<file path="src/hw/rtl/dpf_pkg.sv">
// Shared types and constants for the demand paging frame manager.
// No dependencies.
package dpf_pkg;

	localparam int DIV_W   = 17;
	localparam int FIELD_W = 16;

	typedef enum logic [1:0] {
		KIND_ALLOC   = 2'd0,
		KIND_RELEASE = 2'd1,
		KIND_READ    = 2'd2,
		KIND_WRITE   = 2'd3
	} dpf_kind_t;

	localparam logic REG_FRAME_SIZE = 1'b0;
	localparam logic REG_FRAMES     = 1'b1;

	localparam logic [16:0] FSIZE_RESET  = 17'd16;
	localparam logic [6:0]  FRAMES_RESET = 7'd64;
	localparam logic [16:0] MSIZE_MAX    = 17'd65536;

	// Broadcast command seen by every cell in the chain.
	typedef struct packed {
		logic               free_en;
		logic               map_en;
		logic [FIELD_W-1:0] owner;
		logic [FIELD_W-1:0] vpage;
	} dpf_cmd_t;

endpackage

</file>
<file path="src/hw/rtl/dpf_div.sv">
// Restoring divider, one quotient bit per cycle.
// Depends on dpf_pkg.
module dpf_div (
	input  logic                      clk,
	input  logic                      arst_n,
	input  logic                      start,
	input  logic [dpf_pkg::DIV_W-1:0] dividend,
	input  logic [dpf_pkg::DIV_W-1:0] divisor,
	output logic                      done,
	output logic [dpf_pkg::DIV_W-1:0] quo,
	output logic [dpf_pkg::DIV_W-1:0] rem
);
	import dpf_pkg::*;

	localparam int CW = $clog2(DIV_W + 1);

	logic [CW-1:0]    cnt_q;
	logic             run_q, done_q;
	logic [DIV_W-1:0] quo_q, dsr_q;
	logic [DIV_W:0]   rem_q, trial;

	assign trial = {rem_q[DIV_W-1:0], quo_q[DIV_W-1]};

	always_ff @(posedge clk or negedge arst_n) begin
		if (!arst_n) begin
			run_q  <= 1'b0;
			done_q <= 1'b0;
			cnt_q  <= '0;
		end else begin
			done_q <= 1'b0;
			if (start) begin
				run_q <= 1'b1;
				cnt_q <= '0;
			end else if (run_q) begin
				cnt_q <= cnt_q + 1'b1;
				if (cnt_q == CW'(DIV_W - 1)) begin
					run_q  <= 1'b0;
					done_q <= 1'b1;
				end
			end
		end
	end

	always_ff @(posedge clk) begin
		if (start) begin
			quo_q <= dividend;
			dsr_q <= divisor;
			rem_q <= '0;
		end else if (run_q) begin
			if (trial >= {1'b0, dsr_q}) begin
				rem_q <= trial - {1'b0, dsr_q};
				quo_q <= {quo_q[DIV_W-2:0], 1'b1};
			end else begin
				rem_q <= trial;
				quo_q <= {quo_q[DIV_W-2:0], 1'b0};
			end
		end
	end

	assign done = done_q;
	assign quo  = quo_q;
	assign rem  = rem_q[DIV_W-1:0];

endmodule

</file>
<file path="config.mk">
export PLATFORM = sky130hd
export DESIGN_NAME = dpf_div
export DESIGN_NICKNAME = d
export VERILOG_FILES = /design/src/hw/rtl/dpf_pkg.sv /design/src/hw/rtl/dpf_div.sv
export SDC_FILE = /design/constraint.sdc
export NUM_CORES = 1
export LEC_CHECK = 0
export BUFFER_PORTS_ARGS = -buffer_cell sky130_fd_sc_hd__buf_4
export CORE_MARGIN = 5
export CORE_UTILIZATION = 58
export CTS_CLUSTER_DIAMETER = 60
export DETAILED_ROUTE_END_ITERATION = 16
export PLACE_DENSITY = 0.95
export SLEW_MARGIN = 20
export SYNTH_ARGS = -nofsm -noshare
export SYNTH_HDL_FRONTEND = slang
export SYNTH_SLANG_ARGS = --single-unit
</file>
<file path="constraint.sdc">
create_clock -name clk -period 8.5 [get_ports clk]
set_clock_uncertainty 0.15 [all_clocks]
set_input_delay 0 -clock clk [delete_from_list [all_inputs] [get_ports clk]]
set_output_delay 0 -clock clk [all_outputs]
set_load 0.02 [all_outputs]
</file>
* Word level (Yosys, flattened, before mapping)
Cells that the tools add are included.
** Storage, ports and cells
- Register bits after elaboration :: 58
- Output and inout port bits :: 35
** Operators by class
- Add/subtract/negate cells :: 2
- Order comparisons :: 1
- Eq/ne operators :: 1
- Muxes and demuxes :: 12
- Reduce and logical (&&, ||, !) cells :: 1
** Operators with widths (count)
- two-way mux 17 bit :: 3
- >= comparator 18 x 17 -> 1 bit :: 1
- subtractor 17 bit :: 1
- two-way mux 5 bit :: 2
- two-way mux 1 bit :: 7
- adder 5 x 1 -> 5 bit (second input constant) :: 1
- == test 5 bit (second input constant) :: 1
- nonzero test 2 bit :: 1

* Logic depth before layout (Yosys ltp)
- Word-level depth :: 4
- Depth in mapped cells :: 11
- Depth with buffers taken out :: 10

* Worst setup path before layout
OpenSTA, ideal clock, no wires.
- Path type :: flip-flop to flip-flop
- Start :: register quo_q[16], in the netlist quo[16]
- End :: register quo_q[0], in the netlist quo[0] (data pin)
- Setup time :: 0.260 ns
- Arrival time :: 2.647 ns
- Slack :: 5.444 ns
- Stages on the path, launching flop included :: 11
- Clock period less this slack :: 3.056 ns
- Cells stage by stage :: edfxtp_1 > inv_1 > ha_1 > inv_1 > fa_1 > a21o_1 > a221o_1 > a221oi_2 > o21ai_2 > buf_2 > mux2_2
** Between the ends
- Cells in the longest elaborated chain, start to end :: 4
** RTL lines
- from (decl) :: line dpf_div.sv:19 : logic [DIV_W-1:0] quo_q, dsr_q;
- from (signal assigned) :: line dpf_div.sv:46 : quo_q <= dividend;
- from (signal assigned) :: line dpf_div.sv:52 : quo_q <= {quo_q[DIV_W-2:0], 1'b1};
- from (signal assigned) :: line dpf_div.sv:55 : quo_q <= {quo_q[DIV_W-2:0], 1'b0};
- >= comparator 18 x 17 -> 1 bit :: line dpf_div.sv:50 : if (trial >= {1'b0, dsr_q}) begin
- two-way mux 1 bit :: line dpf_div.sv:50
- two-way mux 17 bit :: line dpf_div.sv:49 : end else if (run_q) begin
- two-way mux 17 bit :: line dpf_div.sv:45 : if (start) begin
Every way passes these cells. The select of a mux whose other input is x is not followed.
A chain may end at the register's enable or synchronous reset.

* Worst setup path in the final report
- Start :: register quo_q[16], in the netlist quo[16]
- End :: register rem_q[0]
** Between the ends
- Cells in the longest elaborated chain, start to end :: 2
** RTL lines
- subtractor 17 bit or >= comparator 18 x 17 -> 1 bit (tied branches) :: line dpf_div.sv:51, dpf_div.sv:50
- two-way mux 17 bit * :: line dpf_div.sv:50
- to (signal assigned) :: line dpf_div.sv:51 : rem_q <= trial - {1'b0, dsr_q};
- to (signal assigned) :: line dpf_div.sv:54 : rem_q <= trial;
- to (decl) :: line dpf_div.sv:20 : logic [DIV_W:0] rem_q, trial;
Mark *: on every way between the ends. The rest lies on a longest branch, timed or not.

==> reports/results.tsv <==
stage	metric	value	unit
status	outcome	finished clean	
detailed_routing	DR DRC count	0	
setup_path	Arr. time, crit path	3.52	ns
floorplan	overall die width	84.6	µm
clock_network	post-CTS sizing	0	
floorplan	# rows	27	
final_layout	post-layout util	79.3	%
power	Reg power frac	44.3	%
power	Pwr per Cell Area	179	nW/µm²
clock_network	clock latency at the later pin of the worst-skew pair	0.35	ns
setup_path	endpoint class of the critical path	flip-flop	
floorplan	CORE AREA	5440	µm²
global_routing	global-route wire length before repair	15000	µm
power	P_leak	1.87	nW
place	I/O Buffers	71	
timing	hold_ws	0.0458	ns
detailed_routing	Initial DRC Count	370	
synthesis	Mapped Area	3220	µm²
final_layout	ANT cells	0	
job	maxcap violations	0	
clock_network	postcts setup bufs	0	
global_routing	initial antenna violation count	0	
timing	fin crit share	40.2	%
timing	total negative slack	0	ns
min_path	Hold Path Origin	start	
global_routing	vias in the first global route	3065	
synthesis	Primary FF master, synth	edfxtp_1	
timing	minimum clock period	3.42	ns
floorplan	die extent in y	84.6	µm
setup_path	Crit Path Category	reg2reg	
power	Clk pwr share	29.6	%
clock_network	Bufs on Longest Clock Path	2	
timing	final count of pins violating max slew	0	
timing	Fmax	293	MHz
clock_network	CTS tree	yes	
synthesis	Syn. warnings	0	
detailed_routing	Antenna Nets Post-Route	0	
power	Sw Share	31.8	%
power	IR drop worst, VDD	0.131	mV
setup_path	worst r2r src	quo[16]$_DFFE_PP_	
timing	Tightest Pin Transition	0.951	ns
timing	Final Hold Fails	0	
final_layout	register area	1540	µm²
synthesis	Post-Synthesis Cells	299	
final_layout	most frequent cells in the layout	71 x buf_4, 36 x dlygate4sd3_1, 34 x edfxtp_1	
detailed_routing	DR WL/cell	19.6	µm
global_routing	pin count of the biggest net entering global routing	52	
synthesis	Yosys reg bits	58	
place	GP Congestion	0.890	
setup_path	CP dominant cell by count	inv_1	
power	Final Power	772	µW
clock_network	hold_buf cts	36	
floorplan	starting density of the core	59.3	%
setup_path	crit path cell chain	inv_1, ha_1, inv_1, fa_1, a21o_1, a221o_1, a221oi_2, o21a_2, nand2_1, a311oi_2	
setup_path	slowest CP cell	edfxtp_1	
setup_path	CP peak stage delay	0.43	ns
synthesis	register area share after synthesis	47.7	%
detailed_routing	DRT Pass-1 Iters	5	
setup_path	CP Data Required Time	8.60	ns
setup_path	Worst Path Buf+Inv	2	
clock_network	clock slew at reported path FFs	0.08	ns
global_routing	GRT Overall Usage	27.0	%
timing	Slew headroom	36.6	%
synthesis	Avg Inst Size Synth	10.8	µm²
floorplan	die area	7150	µm²
final_layout	layout cells sized above 1	27.5	%
clock_network	CTS root buffer	clkbuf_8	
power	net switching power	246	µW
place	Post-DP Area	3780	µm²
setup_path	CP max FO	20	
synthesis	post-synth cell types	48	
final_layout	Final Cell Area	4310	µm²
setup_path	Crit. Startpoint	quo[16]$_DFFE_PP_	
detailed_routing	via count	2974	
final_layout	Fillers	299	
power	Power Internal	527	µW
min_path	type of the most critical hold path	in2reg	
setup_path	cell family contributing the most delay on the critical path	compound AO/OA/AOI/OAI gates	
synthesis	number of synthesized flops with an enable pin	34	
final_layout	multi-input logic area	1540	µm²
timing	final setup fails	0	
floorplan	Top Ports	72	
detailed_routing	final wirelength	9430	µm
synthesis	Syn Nets	356	
synthesis	async set-reset flop share out of synthesis	12.1	%
final_layout	most common cell after layout, fill and taps aside	buf_4	
setup_path	CP Launch Type	flip-flop	
power	Gate power share	26.1	%
final_layout	nets	460	
global_routing	grt ovf	0	
clock_network	H-tree Lvls	3	
timing	RSZ-0062 raised after global routing	false	
final_layout	area grow syn2layout	33.7	%
clock_network	CTS buffer count	9	
place	placed wire-length estimate	5710	µm
clock_network	clock sink count	58	
detailed_routing	vias per inst	6.20	
-- cell usage after synthesis (5+ instances only) --
| master | instances | area share [%] |
|---|---|---|
| o31ai_1 | 6 | 1.4 |
| a21oi_1 | 16 | 2.5 |
| xor2_1 | 6 | 1.6 |
| dfxtp_1 | 17 | 11 |
| nand4_1 | 5 | 0.97 |
| xnor2_1 | 10 | 2.7 |
| a21o_1 | 7 | 1.6 |
| dfrtp_1 | 7 | 5.4 |
| nand2b_1 | 6 | 1.2 |
| edfxtp_1 | 34 | 32 |
| nor2_1 | 20 | 2.3 |
| a311oi_2 | 8 | 3.7 |
| mux2_2 | 17 | 5.9 |
| nand2_1 | 27 | 3.1 |
| o21ai_0 | 9 | 1.4 |
| a32oi_1 | 6 | 1.6 |
| inv_1 | 22 | 2.6 |
| clkbuf_1 | 10 | 1.2 |
| nand3_1 | 8 | 1.2 |
| ha_1 | 19 | 7.4 |
-- worst register-to-register path: stages (launching register included) --
cell and delay (ns):
edfxtp_1 0.43, inv_1 0.10, ha_1 0.19, inv_1 0.06
fa_1 0.43, a21o_1 0.25, a221o_1 0.41, a221oi_2 0.41
o21a_2 0.42, nand2_1 0.17, a311oi_2 0.29
-- power by group through the flow --
stage | sequential (mW) | clock [mW] | combinational (mW)
5_1_grt | 0.344 | 0.242 | 0.215
3_5_place_dp | 0.345 | 0 | 0.177
2_1_floorplan | 0.360 | 0 | 0.0998
6_report | 0.342 | 0.229 | 0.202
4_1_cts | 0.340 | 0.223 | 0.192
3_3_place_gp | 0.344 | 0 | 0.169
-- worst paths after layout --
path	end	slack (ns)	cells after the start
min in group asynchronous	cnt_q[2]$_DFFE_PN0P_	0.46	3
worst min register to register	rem_q[14]$_SDFFE_PP0P_	0.37	2
worst max-delay path	rem_q[0]$_SDFFE_PP0P_	5.08	10
worst min-delay path	cnt_q[3]$_DFFE_PN0P_	0.05	2
worst max register to register	rem_q[0]$_SDFFE_PP0P_	5.08	10
max in group asynchronous	cnt_q[4]$_DFFE_PN0P_	7.50	3
-- layer usage --
metal | part of all wire [%] | GRT usage [%]
met4 | 5.0 | 13.8
met1 | 35 | 29.7
met3 | 9.3 | 8.54
met5 | 0 | 0
met2 | 51 | 46.8
-- state kept, by name (all words and copies together) (netlist names) --
signal,count
quo,17
done,1
rem_q,17
run_q,1
cnt_q,5
dsr_q,17
-- area by class of cell --
cell class | instances | share of cell area, %
clock buffer | 13 | 3.45
sequential | 58 | 35.6
clock inverter | 3 | 0.377
multi-input combinational | 205 | 35.8
timing repair buffer | 107 | 20.7
tap | 72 | 2.09
inverter | 22 | 1.92
-- cells by family after synthesis --
family / synth area share, %
adders and majority gates: 7.99
DFF: 47.7
muxes: 6.87
xor gates and xnor gates: 4.35
buffers and inverters: 4.50
AOI/OAI and AO/OA: 16.8
and+or+nand+nor: 11.8
-- stage by stage --
| step | setup WS (ns) | std cells |
|---|---|---|
| after global placement | 5.48 | 428 |
| after detailed placement | 5.31 | 428 |
| final | 5.08 | 480 |
| after floorplan | 5.44 | 299 |
| after global routing | 5.03 | 480 |
| after CTS | 5.28 | 480 |
(Power assumes the default switching activity.)
