[src/hw/rtl/dpf_pkg.sv]
// Shared types and constants for the demand paging frame manager.
// No dependencies.
package dpf_pkg;

	localparam int DIV_W   = 17;
	localparam int FIELD_W = 16;

	typedef enum logic [1:0] {
		KIND_ALLOC   = 2'd0,
		KIND_RELEASE = 2'd1,
		KIND_READ    = 2'd2,
		KIND_WRITE   = 2'd3
	} dpf_kind_t;

	localparam logic REG_FRAME_SIZE = 1'b0;
	localparam logic REG_FRAMES     = 1'b1;

	localparam logic [16:0] FSIZE_RESET  = 17'd16;
	localparam logic [6:0]  FRAMES_RESET = 7'd64;
	localparam logic [16:0] MSIZE_MAX    = 17'd65536;

	// Broadcast command seen by every cell in the chain.
	typedef struct packed {
		logic               free_en;
		logic               map_en;
		logic [FIELD_W-1:0] owner;
		logic [FIELD_W-1:0] vpage;
	} dpf_cmd_t;

endpackage

[src/hw/rtl/dpf_cell.sv]
// One frame table entry of the rotating cell chain.
// Depends on dpf_pkg.
module dpf_cell #(
	parameter int IW        = 6,
	parameter int RW        = 7,
	parameter int RESET_TAG = 0
) (
	input  logic                   clk,
	input  logic                   arst_n,
	input  logic                   shift,
	input  logic                   nb_busy,
	input  logic [IW-1:0]          nb_tag,
	input  logic [15:0]            nb_owner,
	input  logic [15:0]            nb_vpage,
	input  logic [RW-1:0]          nb_rank,
	input  dpf_pkg::dpf_cmd_t      cmd,
	input  logic [IW-1:0]          free_tag,
	input  logic [RW-1:0]          free_rank,
	input  logic [IW-1:0]          map_tag,
	input  logic [RW-1:0]          map_rank,
	output logic                   busy,
	output logic [IW-1:0]          tag,
	output logic [15:0]            owner,
	output logic [15:0]            vpage,
	output logic [RW-1:0]          rank
);
	import dpf_pkg::*;

	logic          busy_q, src_busy, nx_busy;
	logic [IW-1:0] tag_q, src_tag;
	logic [15:0]   owner_q, vpage_q, src_owner, src_vpage, nx_owner, nx_vpage;
	logic [RW-1:0] rank_q, src_rank, nx_rank;

	always_comb begin
		src_busy  = shift ? nb_busy  : busy_q;
		src_tag   = shift ? nb_tag   : tag_q;
		src_owner = shift ? nb_owner : owner_q;
		src_vpage = shift ? nb_vpage : vpage_q;
		src_rank  = shift ? nb_rank  : rank_q;
		nx_busy  = src_busy;
		nx_owner = src_owner;
		nx_vpage = src_vpage;
		nx_rank  = src_rank;
		if (cmd.free_en) begin
			if (src_tag == free_tag) begin
				nx_busy = 1'b0;
			end else if (src_busy && src_rank > free_rank) begin
				nx_rank = src_rank - 1'b1;
			end
		end
		if (cmd.map_en && src_tag == map_tag) begin
			nx_busy  = 1'b1;
			nx_owner = cmd.owner;
			nx_vpage = cmd.vpage;
			nx_rank  = map_rank;
		end
	end

	always_ff @(posedge clk or negedge arst_n) begin
		if (!arst_n) begin
			busy_q <= 1'b0;
			tag_q  <= IW'(RESET_TAG);
		end else begin
			busy_q <= nx_busy;
			tag_q  <= src_tag;
		end
	end

	always_ff @(posedge clk) begin
		owner_q <= nx_owner;
		vpage_q <= nx_vpage;
		rank_q  <= nx_rank;
	end

	assign busy  = busy_q;
	assign tag   = tag_q;
	assign owner = owner_q;
	assign vpage = vpage_q;
	assign rank  = rank_q;

endmodule

[config.mk]
export PLATFORM = sky130hd
export DESIGN_NAME = dpf_cell
export DESIGN_NICKNAME = d
export VERILOG_FILES = /design/src/hw/rtl/dpf_pkg.sv /design/src/hw/rtl/dpf_cell.sv
export SDC_FILE = /design/constraint.sdc
export NUM_CORES = 1
export LEC_CHECK = 0
export BUFFER_PORTS_ARGS = -buffer_cell sky130_fd_sc_hd__buf_2
export CORE_UTILIZATION = 43
export DETAILED_ROUTE_END_ITERATION = 12
export PLACE_DENSITY = 0.89
export SLEW_MARGIN = 20
export SYNTH_ARGS = -nofsm -noshare
export SYNTH_HDL_FRONTEND = slang
export SYNTH_SLANG_ARGS = --single-unit
[constraint.sdc]
create_clock -name clk -period 2.85 [get_ports clk]
set_input_delay 0 -clock clk [delete_from_list [all_inputs] [get_ports clk]]
set_output_delay 0 -clock clk [all_outputs]
set_load 0.01 [all_outputs]
=== Yosys cells after proc, flatten, opt, wreduce, memory -nomap -nowiden ===
Index checks and enable logic that the tools add are counted.

* Register bits: 46
* Latch bits: 0
* RAM bits: 0
* Memory bits (read-only): 0
* Output and inout bits: 46
* Word-level logic and storage cells: 26
* Memories kept: 0

* Add/sub/neg operators: 1
* Multipliers: 0
* Divide/modulo/power cells: 0
* Order comparisons: 1
* Equal/unequal tests: 2
* Shifts and indexed selects: 0
* Muxes and demuxes: 14
* Bitwise logic cells: 0
* Reduce and logical (&&, ||, !) cells: 3

{| class="wikitable"
|+ Operators by type and width
! cell !! number
|-
| two-way mux 16 bit || 4
|-
| two-way mux 7 bit || 5
|-
| == test 6 bit || 2
|-
| > comparator 7 bit || 1
|-
| subtractor 7 x 1 -> 7 bit (second input constant) || 1
|-
| two-way mux 6 bit || 1
|-
| two-way mux 1 bit || 4
|-
| logical AND 1 bit || 2
|-
| nonzero test 2 bit || 1
|}

=== Longest topological paths before layout ===
* Depth in word-level cells: 7
* Depth in mapped cells: 12
* Gate-level depth less buffers: 9

=== Worst setup path after synthesis ===
Ideal clock, no wire load.

* Kind: flip-flop to flip-flop
* Start point: register tag_q[0], in the netlist tag[0]
* End point: register owner_q[0], in the netlist owner[0], enable pin
* Setup time: 394 ps
* Data arrival time: 2,118 ps
* Required time: 2,456 ps
* Setup slack: 338 ps
* Cell stages (with the launch flop): 7
* Cell sequence: dfrtp_1 -> mux2i_1 -> xor2_1 -> nand4_1 -> or2_1 -> buf_2 -> nand2b_1

* Longest elaborated chain between the ends: 4

{| class="wikitable"
|+ Ends and longest elaborated chain
! what !! line !! RTL
|-
| start, declared || dpf_cell.sv:30 || <nowiki>logic [IW-1:0] tag_q, src_tag;</nowiki>
|-
| start signal, assigned || dpf_cell.sv:62 || <nowiki>tag_q <= IW'(RESET_TAG);</nowiki>
|-
| start signal, assigned || dpf_cell.sv:65 || <nowiki>tag_q <= src_tag;</nowiki>
|-
| two-way mux 6 bit || dpf_cell.sv:36 || <nowiki>src_tag = shift ? nb_tag : tag_q;</nowiki>
|-
| == test 6 bit || dpf_cell.sv:51 || <nowiki>if (cmd.map_en && src_tag == map_tag) begin</nowiki>
|-
| logical AND 1 bit || dpf_cell.sv:51 ||
|-
| nonzero test 2 bit (no line) || - ||
|-
| end signal, assigned || dpf_cell.sv:70 || <nowiki>owner_q <= nx_owner;</nowiki>
|-
| end, declared || dpf_cell.sv:31 || <nowiki>logic [15:0] owner_q, vpage_q, src_owner, src_vpage, nx_owner, nx_vpage;</nowiki>
|}

Every way passes these cells.
A chain may end at the register's enable or synchronous reset.

=== Worst setup path in the final report ===
* Start point: register tag_q[3], in the netlist tag[3]
* End point: register vpage_q[1], in the netlist vpage[1] (data pin)

* Longest elaborated chain between the ends: 4

{| class="wikitable"
|+ Ends and longest elaborated chain
! what !! line !! RTL
|-
| two-way mux 6 bit || dpf_cell.sv:36 ||
|-
| == test 6 bit || dpf_cell.sv:51 ||
|-
| logical AND 1 bit || dpf_cell.sv:51 ||
|-
| two-way mux 16 bit || dpf_cell.sv:51 ||
|-
| via nx_vpage[1] || dpf_cell.sv:31 ||
|-
| end signal, assigned || dpf_cell.sv:71 || <nowiki>vpage_q <= nx_vpage;</nowiki>
|-
| end, declared || dpf_cell.sv:31 ||
|}

The timed path passes the listed nets, and every way through them passes these cells.

==> run metrics <==
number of DRC violations after detailed-routing iteration 0=163; wire length of the first global-routing pass=13.0 mm; layout overhead on the synthesized area=67.3%; max-cap viol count=0; number of levels in the clock H-tree=2; ratio of routed vias to standard cells=5.02; Synthesized Nets=about 370; die height=a little under 80 µm; Commonest cells post-synth=99 x sky130_fd_sc_hd__nand2_1, 32 x sky130_fd_sc_hd__edfxtp_1, 17 x sky130_fd_sc_hd__inv_1; 1st-pass router iterations=4; final hold viol count=0; final std cells w/o fill=556; data required time at the worst endpoint=2.89 ns; routed via count=2793; largest voltage drop on the vdd net=about 0.22 mV; pin count of the biggest net entering global routing=38; Gate Count Post-Synth=254; proportion of register bits with asynchronous set or reset after synthesis=15.2%; Yosys top cell area share=between 30% and 40%; Final Wtd Congestion=between 0.8 and 0.9; clock network latency to the later pin of the worst-skew pair=approximately 0.29 ns; CTS Buf Count=5; class of the tightest hold or removal check=primary input to flop; Initial Utilization=45.1%; fraction of layout cells with a size suffix above 1=roughly two fifths; post-route cell area=roughly 4200 µm²; vias in the first global route=around 2900; cell type with the largest total area after synthesis=sky130_fd_sc_hd__edfxtp_1; clock tree from TritonCTS=done; global router's overall resource usage=between 20% and 30%; port bufs=154; Yosys warnings=0; setup skew after layout=roughly 0.009 ns; final-report setup violation count=0; DRC=0; status=finished, final reports clean; area occupied by multi-input gates=1100 µm²; floorplan core area=5570 µm²; clock edge transition at the registers on the reported setup and hold paths=approximately 0.09 ns; number of routed nets with antenna violations=0; final hold slack=0.0145 ns; overall power after layout=1.86 mW; number of nets in the finished design=600; top-count cell post-synth=sky130_fd_sc_hd__nand2_1; antenna violations before repair=0; remaining global-route overflow=0; FF+latch area=1280 µm²; post-synthesis sequential element count=between 40 and 50; Die Outline Area=6160 µm²; DP HPWL=~5.2 mm; top post-synthesis cells by area=sky130_fd_sc_hd__edfxtp_1 38%, sky130_fd_sc_hd__nand2_1 15%, sky130_fd_sc_hd__dfrtp_1 7.0%, sky130_fd_sc_hd__dfxtp_1 5.6%, sky130_fd_sc_hd__ha_1 4.0%; power density normalized to cell area=442 nW/µm²; total negative slack for setup checks=0 ns; Layout fillers=363; Min Clock Period, post-route=2.64 ns; portion of the post-synthesis area used by sequential elements=50.7%; final routed wirelength across all metal layers=8.58 mm; startpoint-to-endpoint class of the critical path=flop to flop; critical-path maximum fanout=37; combined area of all synthesized cells=between 2000 and 3000 µm²; buffer depth of the longest clock path=2; Antenna Diode Count=0; Placed Area=approximately 3400 µm²; final worst-path cycle share=92.7%; worst-margin pin slew=0.500 ns; die span in x=78.5 µm; # IOs=~160; Static Leak=2.11 nW; Wirelength per Cell=15.4 µm; Critical Path Start Type=flop; syn_area_per_cell=9.91 µm²; clock tree root driver cell=sky130_fd_sc_hd__clkbuf_8; signal arrival time at the worst endpoint=2.68 ns; FMAX=379 MHz; number of sinks driven by the clock tree=between 40 and 50; cell row count=27; PostCTS Resize Cnt=0; worst-case headroom to the max-slew limit=66.6%; kind of end point of the critical path=flop; pins over their slew limit=0; most common flop cell mapped by yosys=sky130_fd_sc_hd__edfxtp_1; number of enable flip-flop cells after synthesis=32; RSZ-0062 raised after global routing=false; number of library cell types mapped by synthesis=44; placed insts=478
==> critical path: stages, from the launching register on <==
cell	delay (ns)
sky130_fd_sc_hd__dfrtp_1	0.38
sky130_fd_sc_hd__mux2i_1	0.30
sky130_fd_sc_hd__xor2_1	0.20
sky130_fd_sc_hd__nand3_1	0.16
sky130_fd_sc_hd__or2_1	0.28
sky130_fd_sc_hd__buf_4	0.26
sky130_fd_sc_hd__nand2_1	0.13
sky130_fd_sc_hd__nand2_1	0.06
sky130_fd_sc_hd__dlygate4sd3_1	0.59
==> power by group <==
part	leakage (nW)	switching [mW]	internal, mW
clock	0.0658	0.212	0.347
combinational	1.59	0.238	0.262
sequential	0.454	0.0246	0.778
total	2.11	0.475	1.39
==> area by class of cell <==
type | count | share of cell area (%)
clock buffer | 5 | 1.63
clock inverter | 3 | 1.52
multi-input combinational | 180 | 26.0
inverter | 17 | 1.52
timing repair buffer | 233 | 36.8
sequential | 46 | 30.3
tap | 72 | 2.14
==> final timing paths <==
kind	startpoint	end	slack, ns	cells past startpoint
worst max-delay path	tag[3]	vpage[1]	0.21	8
worst min-delay path	nb_tag[0]	tag[0]	0.01	3
worst max register to register	tag[3]	vpage[1]	0.21	8
worst min register to register	tag[5]	tag[5]	0.58	2
max in group asynchronous	arst_n	tag[2]	2.61	2
min in group asynchronous	arst_n	tag[0]	0.08	2
==> what timing repair did <==
action	in CTS	in global routing
hold buffers	70	0
endpoints found under the setup margin	0	0
hold endpoints to repair	48	0
buffers inserted	0	0
==> flip-flops by register name, indices dropped and copies added, names as in the netlist <==
signal and cells:
busy 1, rank 7, owner 16, tag 6, vpage 16
==> kinds of logic after synthesis <==
family                     count (synthesis)  share of synthesized area, %
and+or+nand+nor                          123                          21.1
DFF                                       46                          50.7
buffers and inverters                     28                          5.92
AOI/OAI and AO/OA                         20                          6.17
muxes                                     16                          7.31
xor gates and xnor gates                  13                          4.82
adders and majority gates                  8                          3.98
==> cell usage in the layout, fill, tap and decap left out, types with 2 or more instances in the layout <==
| cell type | instances |
|---|---|
| sky130_fd_sc_hd__xnor2_1 | 5 |
| sky130_fd_sc_hd__mux2i_1 | 10 |
| sky130_fd_sc_hd__nor3b_1 | 2 |
| sky130_fd_sc_hd__nand4_1 | 3 |
| sky130_fd_sc_hd__and2_1 | 3 |
| sky130_fd_sc_hd__a21o_1 | 2 |
| sky130_fd_sc_hd__buf_4 | 8 |
| sky130_fd_sc_hd__inv_1 | 17 |
| sky130_fd_sc_hd__a21oi_1 | 3 |
| sky130_fd_sc_hd__edfxtp_1 | 32 |
| sky130_fd_sc_hd__bufinv_16 | 2 |
| sky130_fd_sc_hd__mux2i_2 | 2 |
| sky130_fd_sc_hd__ha_1 | 8 |
| sky130_fd_sc_hd__clkbuf_8 | 5 |
| sky130_fd_sc_hd__mux2_2 | 3 |
| sky130_fd_sc_hd__nor2_1 | 3 |
| sky130_fd_sc_hd__xor2_1 | 7 |
| sky130_fd_sc_hd__dfrtp_1 | 7 |
| sky130_fd_sc_hd__dfxtp_1 | 7 |
| sky130_fd_sc_hd__o31ai_2 | 2 |
| sky130_fd_sc_hd__a31o_2 | 2 |
| sky130_fd_sc_hd__nand3_1 | 5 |
| sky130_fd_sc_hd__nand2_1 | 99 |
| sky130_fd_sc_hd__o21ai_0 | 2 |
| sky130_fd_sc_hd__buf_2 | 154 |
| sky130_fd_sc_hd__dlygate4sd3_1 | 70 |
| sky130_fd_sc_hd__a211oi_1 | 2 |
==> layer usage <==
| metal | routed length (µm) | part of all wire, % | vias to the layer above | track usage, % |
|---|---|---|---|---|
| met4 | 333 | 3.9 | 0 | 15.2 |
| met5 | 0 | 0 | - | 0 |
| li1 | - | - | 1307 | - |
| met1 | 3210 | 37 | 1285 | 28.9 |
| met2 | 4420 | 52 | 170 | 53.4 |
| met3 | 617 | 7.2 | 31 | 4.65 |
==> stage by stage <==
step,utilization (%),setup slack [ns]
4_1_cts,75.5,0.295
3_5_place_dp,60.6,0.503
2_1_floorplan,-,0.338
6_report,75.5,0.208
5_1_grt,75.5,0.0182
3_3_place_gp,60.6,0.629
No activity file was read; power rests on OpenSTA's default activity.
